[config.mk]
export PLATFORM = sky130hd
export DESIGN_NAME = integer_to_ascii_formatter
export DESIGN_NICKNAME = d
export VERILOG_FILES = /design/src/sv/ifmt_pkg.sv /design/src/sv/ifmt_datapath.sv /design/src/sv/ifmt_ctrl.sv /design/src/sv/integer_to_ascii_formatter.sv
export SDC_FILE = /design/constraint.sdc
export NUM_CORES = 1
export LEC_CHECK = 0
export BUFFER_PORTS_ARGS = -buffer_cell sky130_fd_sc_hd__buf_2
export CAP_MARGIN = 20
export CORE_ASPECT_RATIO = 0.5
export CORE_MARGIN = 2
export CORE_UTILIZATION = 35
export CTS_BUF_LIST = sky130_fd_sc_hd__clkbuf_8
export DETAILED_ROUTE_END_ITERATION = 6
export PLACE_DENSITY_LB_ADDON = 0.12
export SYNTH_ARGS = -nofsm -noshare
export SYNTH_HDL_FRONTEND = slang
export SYNTH_SLANG_ARGS = --single-unit
[constraint.sdc]
create_clock -name clk -period 4.8 [get_ports clk]
set_clock_uncertainty 0.1 [all_clocks]
set_input_delay 0.24 -clock clk [delete_from_list [all_inputs] [get_ports clk]]
set_output_delay 0.24 -clock clk [all_outputs]
set_load 0.005 [all_outputs]
[src/sv/ifmt_pkg.sv]
// Package for the integer to ASCII formatter: transfer payload types, command and
// status structs, kind codes and the fixed text tables.
// Depends on nothing; used by every module of the block.
package ifmt_pkg;

    localparam logic [2:0] KIND_DEC  = 3'd0;
    localparam logic [2:0] KIND_HEXL = 3'd1;
    localparam logic [2:0] KIND_HEXU = 3'd2;
    localparam logic [2:0] KIND_PTR  = 3'd3;
    localparam logic [2:0] KIND_CHAR = 3'd4;

    localparam logic [4:0] DEC_DIGITS = 5'd10;
    localparam logic [4:0] HEX_DIGITS = 5'd8;
    localparam logic [4:0] PTR_DIGITS = 5'd16;
    localparam logic [4:0] DABBLE_LAST_STEP = 5'd31;

    localparam logic [2:0] NIL_LEN  = 3'd5;
    localparam logic [2:0] NILL_LEN = 3'd6;
    localparam logic [2:0] CHAR_LEN = 3'd1;

    typedef struct packed {
        logic [2:0]  kind;
        logic [63:0] value;
    } in_t;

    typedef struct packed {
        logic [7:0] out_char;
        logic       last;
    } out_t;

    typedef enum logic [1:0] {
        SEL_PREFIX = 2'd0,
        SEL_DIGIT  = 2'd1,
        SEL_TEXT   = 2'd2
    } sel_t;

    typedef struct packed {
        logic load;
        logic dabble;
        logic strip;
        logic emit;
        sel_t sel;
        logic last;
    } cmd_t;

    typedef struct packed {
        logic kind_ok;
        logic is_dec;
        logic has_digits;
        logic has_prefix;
        logic prefix_last;
        logic text_last;
        logic dabble_last;
        logic strip_more;
        logic digit_last;
        logic out_free;
    } stat_t;

    function automatic logic [7:0] hex_char(input logic [3:0] nib, input logic upper);
        logic [7:0] c;
        if (nib < 4'd10) begin
            c = 8'h30 + {4'h0, nib};
        end else if (upper) begin
            c = 8'h41 + {4'h0, nib} - 8'd10;
        end else begin
            c = 8'h61 + {4'h0, nib} - 8'd10;
        end
        return c;
    endfunction

    function automatic logic [7:0] nil_char(input logic [2:0] pos);
        logic [7:0] c;
        case (pos)
            3'd0:    c = 8'h28;
            3'd1:    c = 8'h6e;
            3'd2:    c = 8'h69;
            3'd3:    c = 8'h6c;
            default: c = 8'h29;
        endcase
        return c;
    endfunction

    function automatic logic [7:0] nill_char(input logic [2:0] pos);
        logic [7:0] c;
        case (pos)
            3'd0:    c = 8'h28;
            3'd1:    c = 8'h4e;
            3'd2:    c = 8'h49;
            3'd3:    c = 8'h4c;
            3'd4:    c = 8'h4c;
            default: c = 8'h29;
        endcase
        return c;
    endfunction

endpackage

[src/sv/ifmt_datapath.sv]
// Datapath of the integer to ASCII formatter: operand registers, binary to BCD
// shift-and-add-3 converter, digit shifter and the output register.
// Depends on ifmt_pkg; driven by ifmt_ctrl through cmd_t and reports through stat_t.
module ifmt_datapath (
    input  logic            clk,
    input  logic            rst_n,
    input  ifmt_pkg::in_t   item,
    input  ifmt_pkg::cmd_t  cmd,
    input  logic            result_ready,
    output ifmt_pkg::stat_t stat,
    output ifmt_pkg::out_t  result,
    output logic            result_valid
);
    import ifmt_pkg::*;

    logic [2:0]  kind_reg;
    logic [63:0] value_reg;
    logic [31:0] bin_reg;
    logic [63:0] dig_reg;
    logic [4:0]  cnt_reg;
    logic [4:0]  step_reg;
    logic [2:0]  pos_reg;
    out_t        result_reg;
    logic        result_valid_reg;

    logic [39:0] bcd_adj;
    logic [31:0] load_word;
    logic        ptr_null;
    logic        char_null;
    logic [2:0]  text_len;
    logic [3:0]  top_nib;
    logic [7:0]  ch;

    always_comb
    begin
        for (int i = 0; i < 10; i++)
        begin
            if (dig_reg[24 + 4 * i +: 4] >= 4'd5) begin
                bcd_adj[4 * i +: 4] = dig_reg[24 + 4 * i +: 4] + 4'd3;
            end else begin
                bcd_adj[4 * i +: 4] = dig_reg[24 + 4 * i +: 4];
            end
        end
    end

    assign load_word = (item.kind == KIND_DEC && item.value[31]) ?
                       32'd0 - item.value[31:0] : item.value[31:0];
    assign ptr_null  = (value_reg == 64'd0);
    assign char_null = (value_reg[7:0] == 8'd0);
    assign top_nib   = dig_reg[63:60];

    always_comb
    begin
        if (kind_reg == KIND_PTR) begin
            text_len = NIL_LEN;
        end else if (char_null) begin
            text_len = NILL_LEN;
        end else begin
            text_len = CHAR_LEN;
        end
    end

    always_comb
    begin
        stat.kind_ok     = (kind_reg <= KIND_CHAR);
        stat.is_dec      = (kind_reg == KIND_DEC);
        stat.has_digits  = (kind_reg == KIND_DEC) || (kind_reg == KIND_HEXL) ||
                           (kind_reg == KIND_HEXU) || (kind_reg == KIND_PTR && !ptr_null);
        stat.has_prefix  = (kind_reg == KIND_DEC && value_reg[31]) ||
                           (kind_reg == KIND_PTR && !ptr_null);
        stat.prefix_last = (kind_reg == KIND_DEC) ? 1'b1 : (pos_reg == 3'd1);
        stat.text_last   = (pos_reg == text_len - 3'd1);
        stat.dabble_last = (step_reg == DABBLE_LAST_STEP);
        stat.strip_more  = (top_nib == 4'd0) && (cnt_reg != 5'd1);
        stat.digit_last  = (cnt_reg == 5'd1);
        stat.out_free    = !result_valid_reg || result_ready;
    end

    always_comb
    begin
        case (cmd.sel)
            SEL_PREFIX:
            begin
                if (kind_reg == KIND_DEC) begin
                    ch = 8'h2d;
                end else if (pos_reg == 3'd0) begin
                    ch = 8'h30;
                end else begin
                    ch = 8'h78;
                end
            end
            SEL_DIGIT:
            begin
                ch = hex_char(top_nib, kind_reg == KIND_HEXU);
            end
            SEL_TEXT:
            begin
                if (kind_reg == KIND_PTR) begin
                    ch = nil_char(pos_reg);
                end else if (char_null) begin
                    ch = nill_char(pos_reg);
                end else begin
                    ch = value_reg[7:0];
                end
            end
            default:
            begin
                ch = 8'h00;
            end
        endcase
    end

    always_ff @(posedge clk)
    begin
        if (cmd.load) begin
            kind_reg  <= item.kind;
            value_reg <= item.value;
            bin_reg   <= load_word;
            step_reg  <= 5'd0;
            pos_reg   <= 3'd0;
            case (item.kind)
                KIND_DEC:
                begin
                    dig_reg <= 64'd0;
                    cnt_reg <= DEC_DIGITS;
                end
                KIND_HEXL, KIND_HEXU:
                begin
                    dig_reg <= {item.value[31:0], 32'd0};
                    cnt_reg <= HEX_DIGITS;
                end
                default:
                begin
                    dig_reg <= item.value;
                    cnt_reg <= PTR_DIGITS;
                end
            endcase
        end else if (cmd.dabble) begin
            dig_reg[63:24] <= {bcd_adj[38:0], bin_reg[31]};
            bin_reg        <= {bin_reg[30:0], 1'b0};
            step_reg       <= step_reg + 5'd1;
        end else if (cmd.strip || (cmd.emit && cmd.sel == SEL_DIGIT)) begin
            dig_reg <= {dig_reg[59:0], 4'h0};
            cnt_reg <= cnt_reg - 5'd1;
        end else if (cmd.emit) begin
            pos_reg <= pos_reg + 3'd1;
        end
        if (cmd.emit) begin
            result_reg.out_char <= ch;
            result_reg.last     <= cmd.last;
        end
    end

    always_ff @(posedge clk or negedge rst_n)
    begin
        if (!rst_n) begin
            result_valid_reg <= 1'b0;
        end else if (cmd.emit) begin
            result_valid_reg <= 1'b1;
        end else if (result_ready) begin
            result_valid_reg <= 1'b0;
        end
    end

    assign result       = result_reg;
    assign result_valid = result_valid_reg;

endmodule

[src/sv/ifmt_ctrl.sv]
// Controller of the integer to ASCII formatter: one-hot state machine that runs
// the BCD conversion, leading zero strip and character emission.
// Depends on ifmt_pkg; commands ifmt_datapath through cmd_t.
module ifmt_ctrl (
    input  logic            clk,
    input  logic            rst_n,
    input  logic            item_valid,
    input  ifmt_pkg::stat_t stat,
    output logic            item_ready,
    output ifmt_pkg::cmd_t  cmd
);
    import ifmt_pkg::*;

    typedef enum logic [6:0] {
        ST_IDLE   = 7'b0000001,
        ST_START  = 7'b0000010,
        ST_DABBLE = 7'b0000100,
        ST_STRIP  = 7'b0001000,
        ST_PREFIX = 7'b0010000,
        ST_DIGITS = 7'b0100000,
        ST_TEXT   = 7'b1000000
    } state_t;

    state_t state_reg;
    state_t state_next;

    always_comb
    begin
        state_next = state_reg;
        item_ready = 1'b0;
        cmd        = '0;
        case (state_reg)
            ST_IDLE:
            begin
                item_ready = 1'b1;
                if (item_valid) begin
                    cmd.load   = 1'b1;
                    state_next = ST_START;
                end
            end
            ST_START:
            begin
                if (!stat.kind_ok) begin
                    state_next = ST_IDLE;
                end else if (stat.is_dec) begin
                    state_next = ST_DABBLE;
                end else if (stat.has_digits) begin
                    state_next = ST_STRIP;
                end else begin
                    state_next = ST_TEXT;
                end
            end
            ST_DABBLE:
            begin
                cmd.dabble = 1'b1;
                if (stat.dabble_last) begin
                    state_next = ST_STRIP;
                end
            end
            ST_STRIP:
            begin
                if (stat.strip_more) begin
                    cmd.strip = 1'b1;
                end else if (stat.has_prefix) begin
                    state_next = ST_PREFIX;
                end else begin
                    state_next = ST_DIGITS;
                end
            end
            ST_PREFIX:
            begin
                cmd.sel = SEL_PREFIX;
                if (stat.out_free) begin
                    cmd.emit = 1'b1;
                    if (stat.prefix_last) begin
                        state_next = ST_DIGITS;
                    end
                end
            end
            ST_DIGITS:
            begin
                cmd.sel  = SEL_DIGIT;
                cmd.last = stat.digit_last;
                if (stat.out_free) begin
                    cmd.emit = 1'b1;
                    if (stat.digit_last) begin
                        state_next = ST_IDLE;
                    end
                end
            end
            ST_TEXT:
            begin
                cmd.sel  = SEL_TEXT;
                cmd.last = stat.text_last;
                if (stat.out_free) begin
                    cmd.emit = 1'b1;
                    if (stat.text_last) begin
                        state_next = ST_IDLE;
                    end
                end
            end
            default:
            begin
                state_next = ST_IDLE;
            end
        endcase
    end

    always_ff @(posedge clk or negedge rst_n)
    begin
        if (!rst_n) begin
            state_reg <= ST_IDLE;
        end else begin
            state_reg <= state_next;
        end
    end

endmodule

[src/sv/integer_to_ascii_formatter.sv]
// Integer to ASCII formatter: takes one item at a time and sends its text one
// character per transfer, most significant first, with last on the final one.
// A decimal item first runs the 32 steps of the shift-and-add-3 BCD converter,
// then strips leading zeros and emits its characters, with a minus sign first
// when negative. Hex and non-null pointer items strip leading zeros and emit,
// with a 0x prefix first on pointers; text items only emit. An unused kind code
// is dropped with no output. The output register lets the last character wait
// while the next item is taken. Depends on ifmt_pkg, ifmt_ctrl and ifmt_datapath.
module integer_to_ascii_formatter (
    input  logic           clk,
    input  logic           rst_n,
    input  logic           item_valid,
    output logic           item_ready,
    input  ifmt_pkg::in_t  item,
    output logic           result_valid,
    input  logic           result_ready,
    output ifmt_pkg::out_t result
);
    import ifmt_pkg::*;

    cmd_t  cmd;
    stat_t stat;

    ifmt_ctrl u_ctrl (
        .clk        (clk),
        .rst_n      (rst_n),
        .item_valid (item_valid),
        .stat       (stat),
        .item_ready (item_ready),
        .cmd        (cmd)
    );

    ifmt_datapath u_datapath (
        .clk          (clk),
        .rst_n        (rst_n),
        .item         (item),
        .cmd          (cmd),
        .result_ready (result_ready),
        .stat         (stat),
        .result       (result),
        .result_valid (result_valid)
    );

`ifndef NO_ASSERTIONS
    a_busy_after_accept: assert property (@(posedge clk) disable iff (!rst_n)
        item_valid && item_ready |=> !item_ready)
        else $error("Input taken again right after a transfer.");

    a_no_overwrite: assert property (@(posedge clk) disable iff (!rst_n)
        cmd.emit |-> (!result_valid || result_ready))
        else $error("Character emitted over a pending result.");

    a_midtext_busy: assert property (@(posedge clk) disable iff (!rst_n)
        result_valid && !result.last |-> !item_ready)
        else $error("Block idle while an item's text is unfinished.");
`endif

endmodule

# Word level (Yosys, flattened, before mapping)
# Index checks and enable logic that the tools add are counted.
# Widths: inputs -> output; s select.
[op_classes] eq_ne=32 n_reduce_logical=29 n_addsub=20 order_cmp=12 mux=59 bitwise=2
[ops] cell="$mux 64" n=2
[ops] cell="$pmux 64 s2" n=1
[ops] cell="$mux 32" n=3
[ops] cell="$mux 7" n=13
[ops] cell="$logic_not 64->1" n=1
[ops] cell="$pmux 7 s4" n=2
[ops] cell="$pmux 7 s7" n=1
[ops] cell="$ge 4x3->1 const B" n=10
[ops] cell="$mux 40" n=1
[ops] cell="$mux 8" n=5
[ops] cell="$add 4x2->4 const B" n=9
[ops] cell="$mux 4" n=9
[ops] cell="$sub 1x32->32 const A" n=1
[ops] cell="$mux 24" n=1
[ops] cell="$pmux 8 s3" n=1
[ops] cell="$add 7x4->8 const A" n=2
[ops] cell="$sub 8x4->8 const B" n=2
[ops] cell="$eq 3x2->1 const B" n=5
[ops] cell="$mux 5" n=3
[ops] cell="$ne 2x2->1 const B" n=7
[ops] cell="$mux 1" n=10
[ops] cell="$pmux 5 s2" n=1
[ops] cell="$eq 3x1->1 const B" n=3
[ops] cell="$logic_not 3->1" n=3
[ops] cell="40 further kinds" n=58
[word_totals] ff_bits=193 input_bits=71

# Longest topological paths before layout
[depth] word_depth=10 mapped_depth=8

# Modules after synthesis
# Synthesis repeated with hierarchy kept, for this count alone.
[unflattened] hier_cells=995 area_unflattened_um2=10371.2
[modules_own_cells] module="ifmt_datapath" cells_each=924 n_inst=1 area_per_inst_um2=9770.6
[modules_own_cells] module="ifmt_ctrl" cells_each=71 n_inst=1 area_per_inst_um2=600.6

# Worst setup path after synthesis
# OpenSTA, ideal clock, no wires.
[synth_path] path_type="reg2reg" from="reg u_ctrl.state_reg[4]" to="reg u_datapath.bin_reg[7] (data pin)" slack_ns=0.965 t_arrival_ns=3.358 path_stages_with_launch=7 n_path_buf=2 t_required_ns=4.323 path_cell_list="dfrtp_1 clkbuf_1 nor3_4 nand4_1 inv_1 clkbuf_1 a31oi_1"
[synth_rtl] item="from (decl)" line_no="ifmt_ctrl.sv:24" rtl="state_t state_reg;"
[synth_rtl] item="from (signal assigned)" line_no="ifmt_ctrl.sv:114" rtl="state_reg <= state_next;"
[synth_rtl] item="to (signal assigned)" line_no="ifmt_datapath.sv:118" rtl="bin_reg <= load_word;"
[synth_rtl] item="to (signal assigned)" line_no="ifmt_datapath.sv:140" rtl="bin_reg <= {bin_reg[30:0], 1'b0};"
[synth_rtl] item="to (decl)" line_no="ifmt_datapath.sv:18" rtl="logic [31:0] bin_reg;"

# Worst setup path after layout
[layout_path] from="reg u_ctrl.state_reg[1]" to="reg u_datapath.dig_reg[40] (enable)"
[layout_via] elab_chain_len=6
[layout_rtl] item="$eq 7x7->1, or another cell as far along" line_no="ifmt_ctrl.sv:32" rtl="case (state_reg)"
[layout_rtl] item="$pmux 3 s3" line_no="ifmt_ctrl.sv:32"
[layout_rtl] item="$eq 2x1->1" line_no="ifmt_datapath.sv:142" rtl="end else if (cmd.strip || (cmd.emit && cmd.sel == SEL_DIGIT)) begin"
[layout_rtl] item="$logic_and 1x1->1" line_no="ifmt_datapath.sv:142"
[layout_rtl] item="$logic_or 1x1->1" line_no="ifmt_datapath.sv:142"
[layout_rtl] item="$reduce_bool 3->1 (no line) *"
[layout_rtl] item="to (signal assigned)" line_no="ifmt_datapath.sv:134" rtl="dig_reg <= item.value;"
[layout_rtl] item="to (signal assigned)" line_no="ifmt_datapath.sv:139" rtl="dig_reg[63:24] <= {bcd_adj[38:0], bin_reg[31]};"
[layout_rtl] item="to (signal assigned)" line_no="ifmt_datapath.sv:143" rtl="dig_reg <= {dig_reg[59:0], 4'h0};"
[layout_rtl] item="to (decl)" line_no="ifmt_datapath.sv:19" rtl="logic [63:0] dig_reg;"
# Every way passes the cells marked *; elsewhere a longest branch is shown, timed or not.
# A chain may end at the register's enable or synchronous reset.

==> impl_metrics.env <==
export IMPL_final_nets=1107
export IMPL_path_clk_slew_ns=0.11
export IMPL_die_area_mm2=0.0300
export IMPL_yosys_top_cells_area="edfxtp_1 53%, ha_1 3.9%, o21ai_0 3.5%, nand2_1 2.9%, a221o_1 2.5%"
export IMPL_synth_top_area_share_pct=53.2
export IMPL_drt_iter0_drc=675
export IMPL_clock_sinks=193
export IMPL_power_mw=5.92
export IMPL_path_class="reg -> reg"
export IMPL_finalCriticalPeriod_ns=3.09
export IMPL_ant_nets=0
export IMPL_clock_path_buffers=2
export IMPL_via_per_inst=5.37
export IMPL_worst_ep_required_time_ns=4.85
export IMPL_finalHoldViolCount=0
export IMPL_area_growth_syn_to_layout_pct=19.2
export IMPL_relSlewSlack_pct=30.4
export IMPL_gr_total_overflow=0
export IMPL_cts_tree="built"
export IMPL_ir_drop_v=0.000207
export IMPL_ys_types=73
export IMPL_drt_first_pass_iters=5
export IMPL_clock_power_share_pct=18.8
export IMPL_grt_pass1_wl_um=43000
export IMPL_antenna_found_initial=0
export IMPL_dp_final_hpwl_um=19400
export IMPL_layout_drive_gt1_share_pct=13.9
export IMPL_p_leak_nw=4.28
export IMPL_maxCapViolations=0
export IMPL_design_portCount=82
export IMPL_grt_max_degree=93
export IMPL_cts_resized=0
export IMPL_netSwitchingFraction_pct=35.9
export IMPL_synth_fp_nets=967
export IMPL_drc=0
export IMPL_status="finished clean"
export IMPL_ys_seq_elements=193
export IMPL_synthArstFlopShare_pct=4.15
export IMPL_antenna_cells=0
export IMPL_p_seq_share_pct=48.8
export IMPL_vias=7522
export IMPL_worstSkewPairLatency_ns=0.51
export IMPL_initial_utilization_pct=35.8
export IMPL_grt_usage_pct=19.4
export IMPL_place_ws_ns=1.73
export IMPL_drv_slew=0
export IMPL_synth_flop_cell="edfxtp_1"
export IMPL_synth_commonest_cells="177 x edfxtp_1, 77 x nand2_1, 69 x o21ai_0"
export IMPL_synth_most_common_cell="edfxtp_1"
export IMPL_synthCells=865
export IMPL_worst_slack_ns=1.71
export IMPL_period_share_pct=64.3
export IMPL_max_freq_ghz=0.324
export IMPL_htreeDepth=4
export IMPL_post_drt_wl_per_cell_um=20.4
export IMPL_fin_setup_tns_ns=0
export IMPL_dieHeight_um=123
export IMPL_io_buffers=81
export IMPL_wirelength_um=28500
export IMPL_yosys_warnings=0
export IMPL_rsz0062_at_grt="false"
export IMPL_dieWidth_um=243
export IMPL_n_fill_cell=2675
export IMPL_synth_seq_area_share_pct=56.9
export IMPL_p_sw_mw=2.13
export IMPL_coreArea_mm2=0.0279
export IMPL_setup_violations=0
export IMPL_fp_row_count=43
export IMPL_critPathArrivalTime_ns=3.14
export IMPL_hold_class="in -> async"
export IMPL_power_frac_comb_pct=32.4
export IMPL_gp_congestion=0.841
export IMPL_tightest_slew_ns=1.03
export IMPL_cts_buffers=17
export IMPL_cp_end_kind="register"
export IMPL_synth_edff_count=177
export IMPL_crit_fanout=36
export IMPL_final_core_util_pct=42.7
export IMPL_syn_area_mm2=0.00998
export IMPL_first_global_vias=7013
export IMPL_p_int_mw=3.79
export IMPL_synth_top_area_cell="edfxtp_1"
export IMPL_start_kind="register"
export IMPL_root_buffer="clkbuf_8"
export IMPL_cellPowerDensity_mw_per_mm2=497
export IMPL_syn_area_per_cell_um2=11.5
==> layout make-up <==
cell class	instances	area, um2	area share (%)
Clock buffer	17	234	1.97
Clock inverter	15	158	1.32
Inverter	35	133	1.11
Multi-Input combinational cell	591	3990	33.5
Sequential cell	193	5680	47.7
Tap cell	382	478	4.02
Timing Repair Buffer	167	1240	10.4
==> metal layers <==
| layer | global-route usage [%] | wire, um | vias to the layer above |
|---|---|---|---|
| li1 | - | - | 3619 |
| met1 | 28.0 | 14300 | 3712 |
| met2 | 29.8 | 12700 | 168 |
| met3 | 4.60 | 1200 | 23 |
| met4 | 3.68 | 249 | 0 |
| met5 | 0 | 0 | - |
==> worst max-delay path, stage by stage, from the launching register on <==
cell	delay, ns
dfrtp_1	0.46
nor4_1	0.57
nand3_1	0.43
o211ai_1	0.60
buf_4	0.54
==> power groups by stage <==
stage | combinational [mW] | sequential [mW] | clock [mW]
after floorplan | 1.40 | 2.81 | 0
after global placement | 1.83 | 2.91 | 0
after detailed placement | 1.87 | 2.91 | 0
after CTS | 1.92 | 2.88 | 1.13
after global routing | 2.16 | 2.94 | 1.19
final | 1.92 | 2.89 | 1.11
==> cell usage in the layout (no fill, tap or decap), types with 27 or more instances in the layout <==
cell,n
nor2_1,36
o21ai_0,69
inv_1,34
buf_2,81
ha_1,31
a22oi_1,27
nand2_1,77
dlygate4sd3_1,70
edfxtp_1,177
a21oi_1,42
==> what timing repair did <==
action / 4_1_cts / 5_1_grt
hold buffers: 70 / 0
setup buffers: 0 / 0
setup endpoints to repair: 0 / 0
endpoints found under the hold margin: 106 / 0
==> stage by stage <==
step	hold WS (ns)	cells	cell area [um2]
floorplan	-0.156	865	9980
global placement	-0.0122	1296	10800
detailed placement	-0.00574	1296	10800
CTS	0.0770	1398	11900
global route	0.0760	1400	11900
finish	0.105	1400	11900
==> path summary, 6_finish.rpt <==
path,end,start,slack (ns),depth (start not counted)
min,u_ctrl.state_reg[0],rst_n,0.10,2
max,u_datapath.dig_reg[40],u_ctrl.state_reg[1],1.71,4
min reg2reg,u_datapath.step_reg[4],u_datapath.step_reg[4],0.38,2
max reg2reg,u_datapath.dig_reg[40],u_ctrl.state_reg[1],1.71,4
max in group asynchronous,u_ctrl.state_reg[1],rst_n,3.71,3
min in group clk,u_datapath.result_valid,result_ready,0.21,3
==> cell families (layout without fill, tap and decap cells) <==
kind of cell    Yosys count  in the layout  synth area share [%]
fa+ha+maj                31             31                  3.89
flops                   193            193                  56.9
compound gates          253            253                  17.6
xor+xnor                 48             48                  4.21
simple gates            253            253                  13.5
buf+inv                  81            234                  3.36
mux                       6              6                 0.614
(Power assumes the default switching activity.)
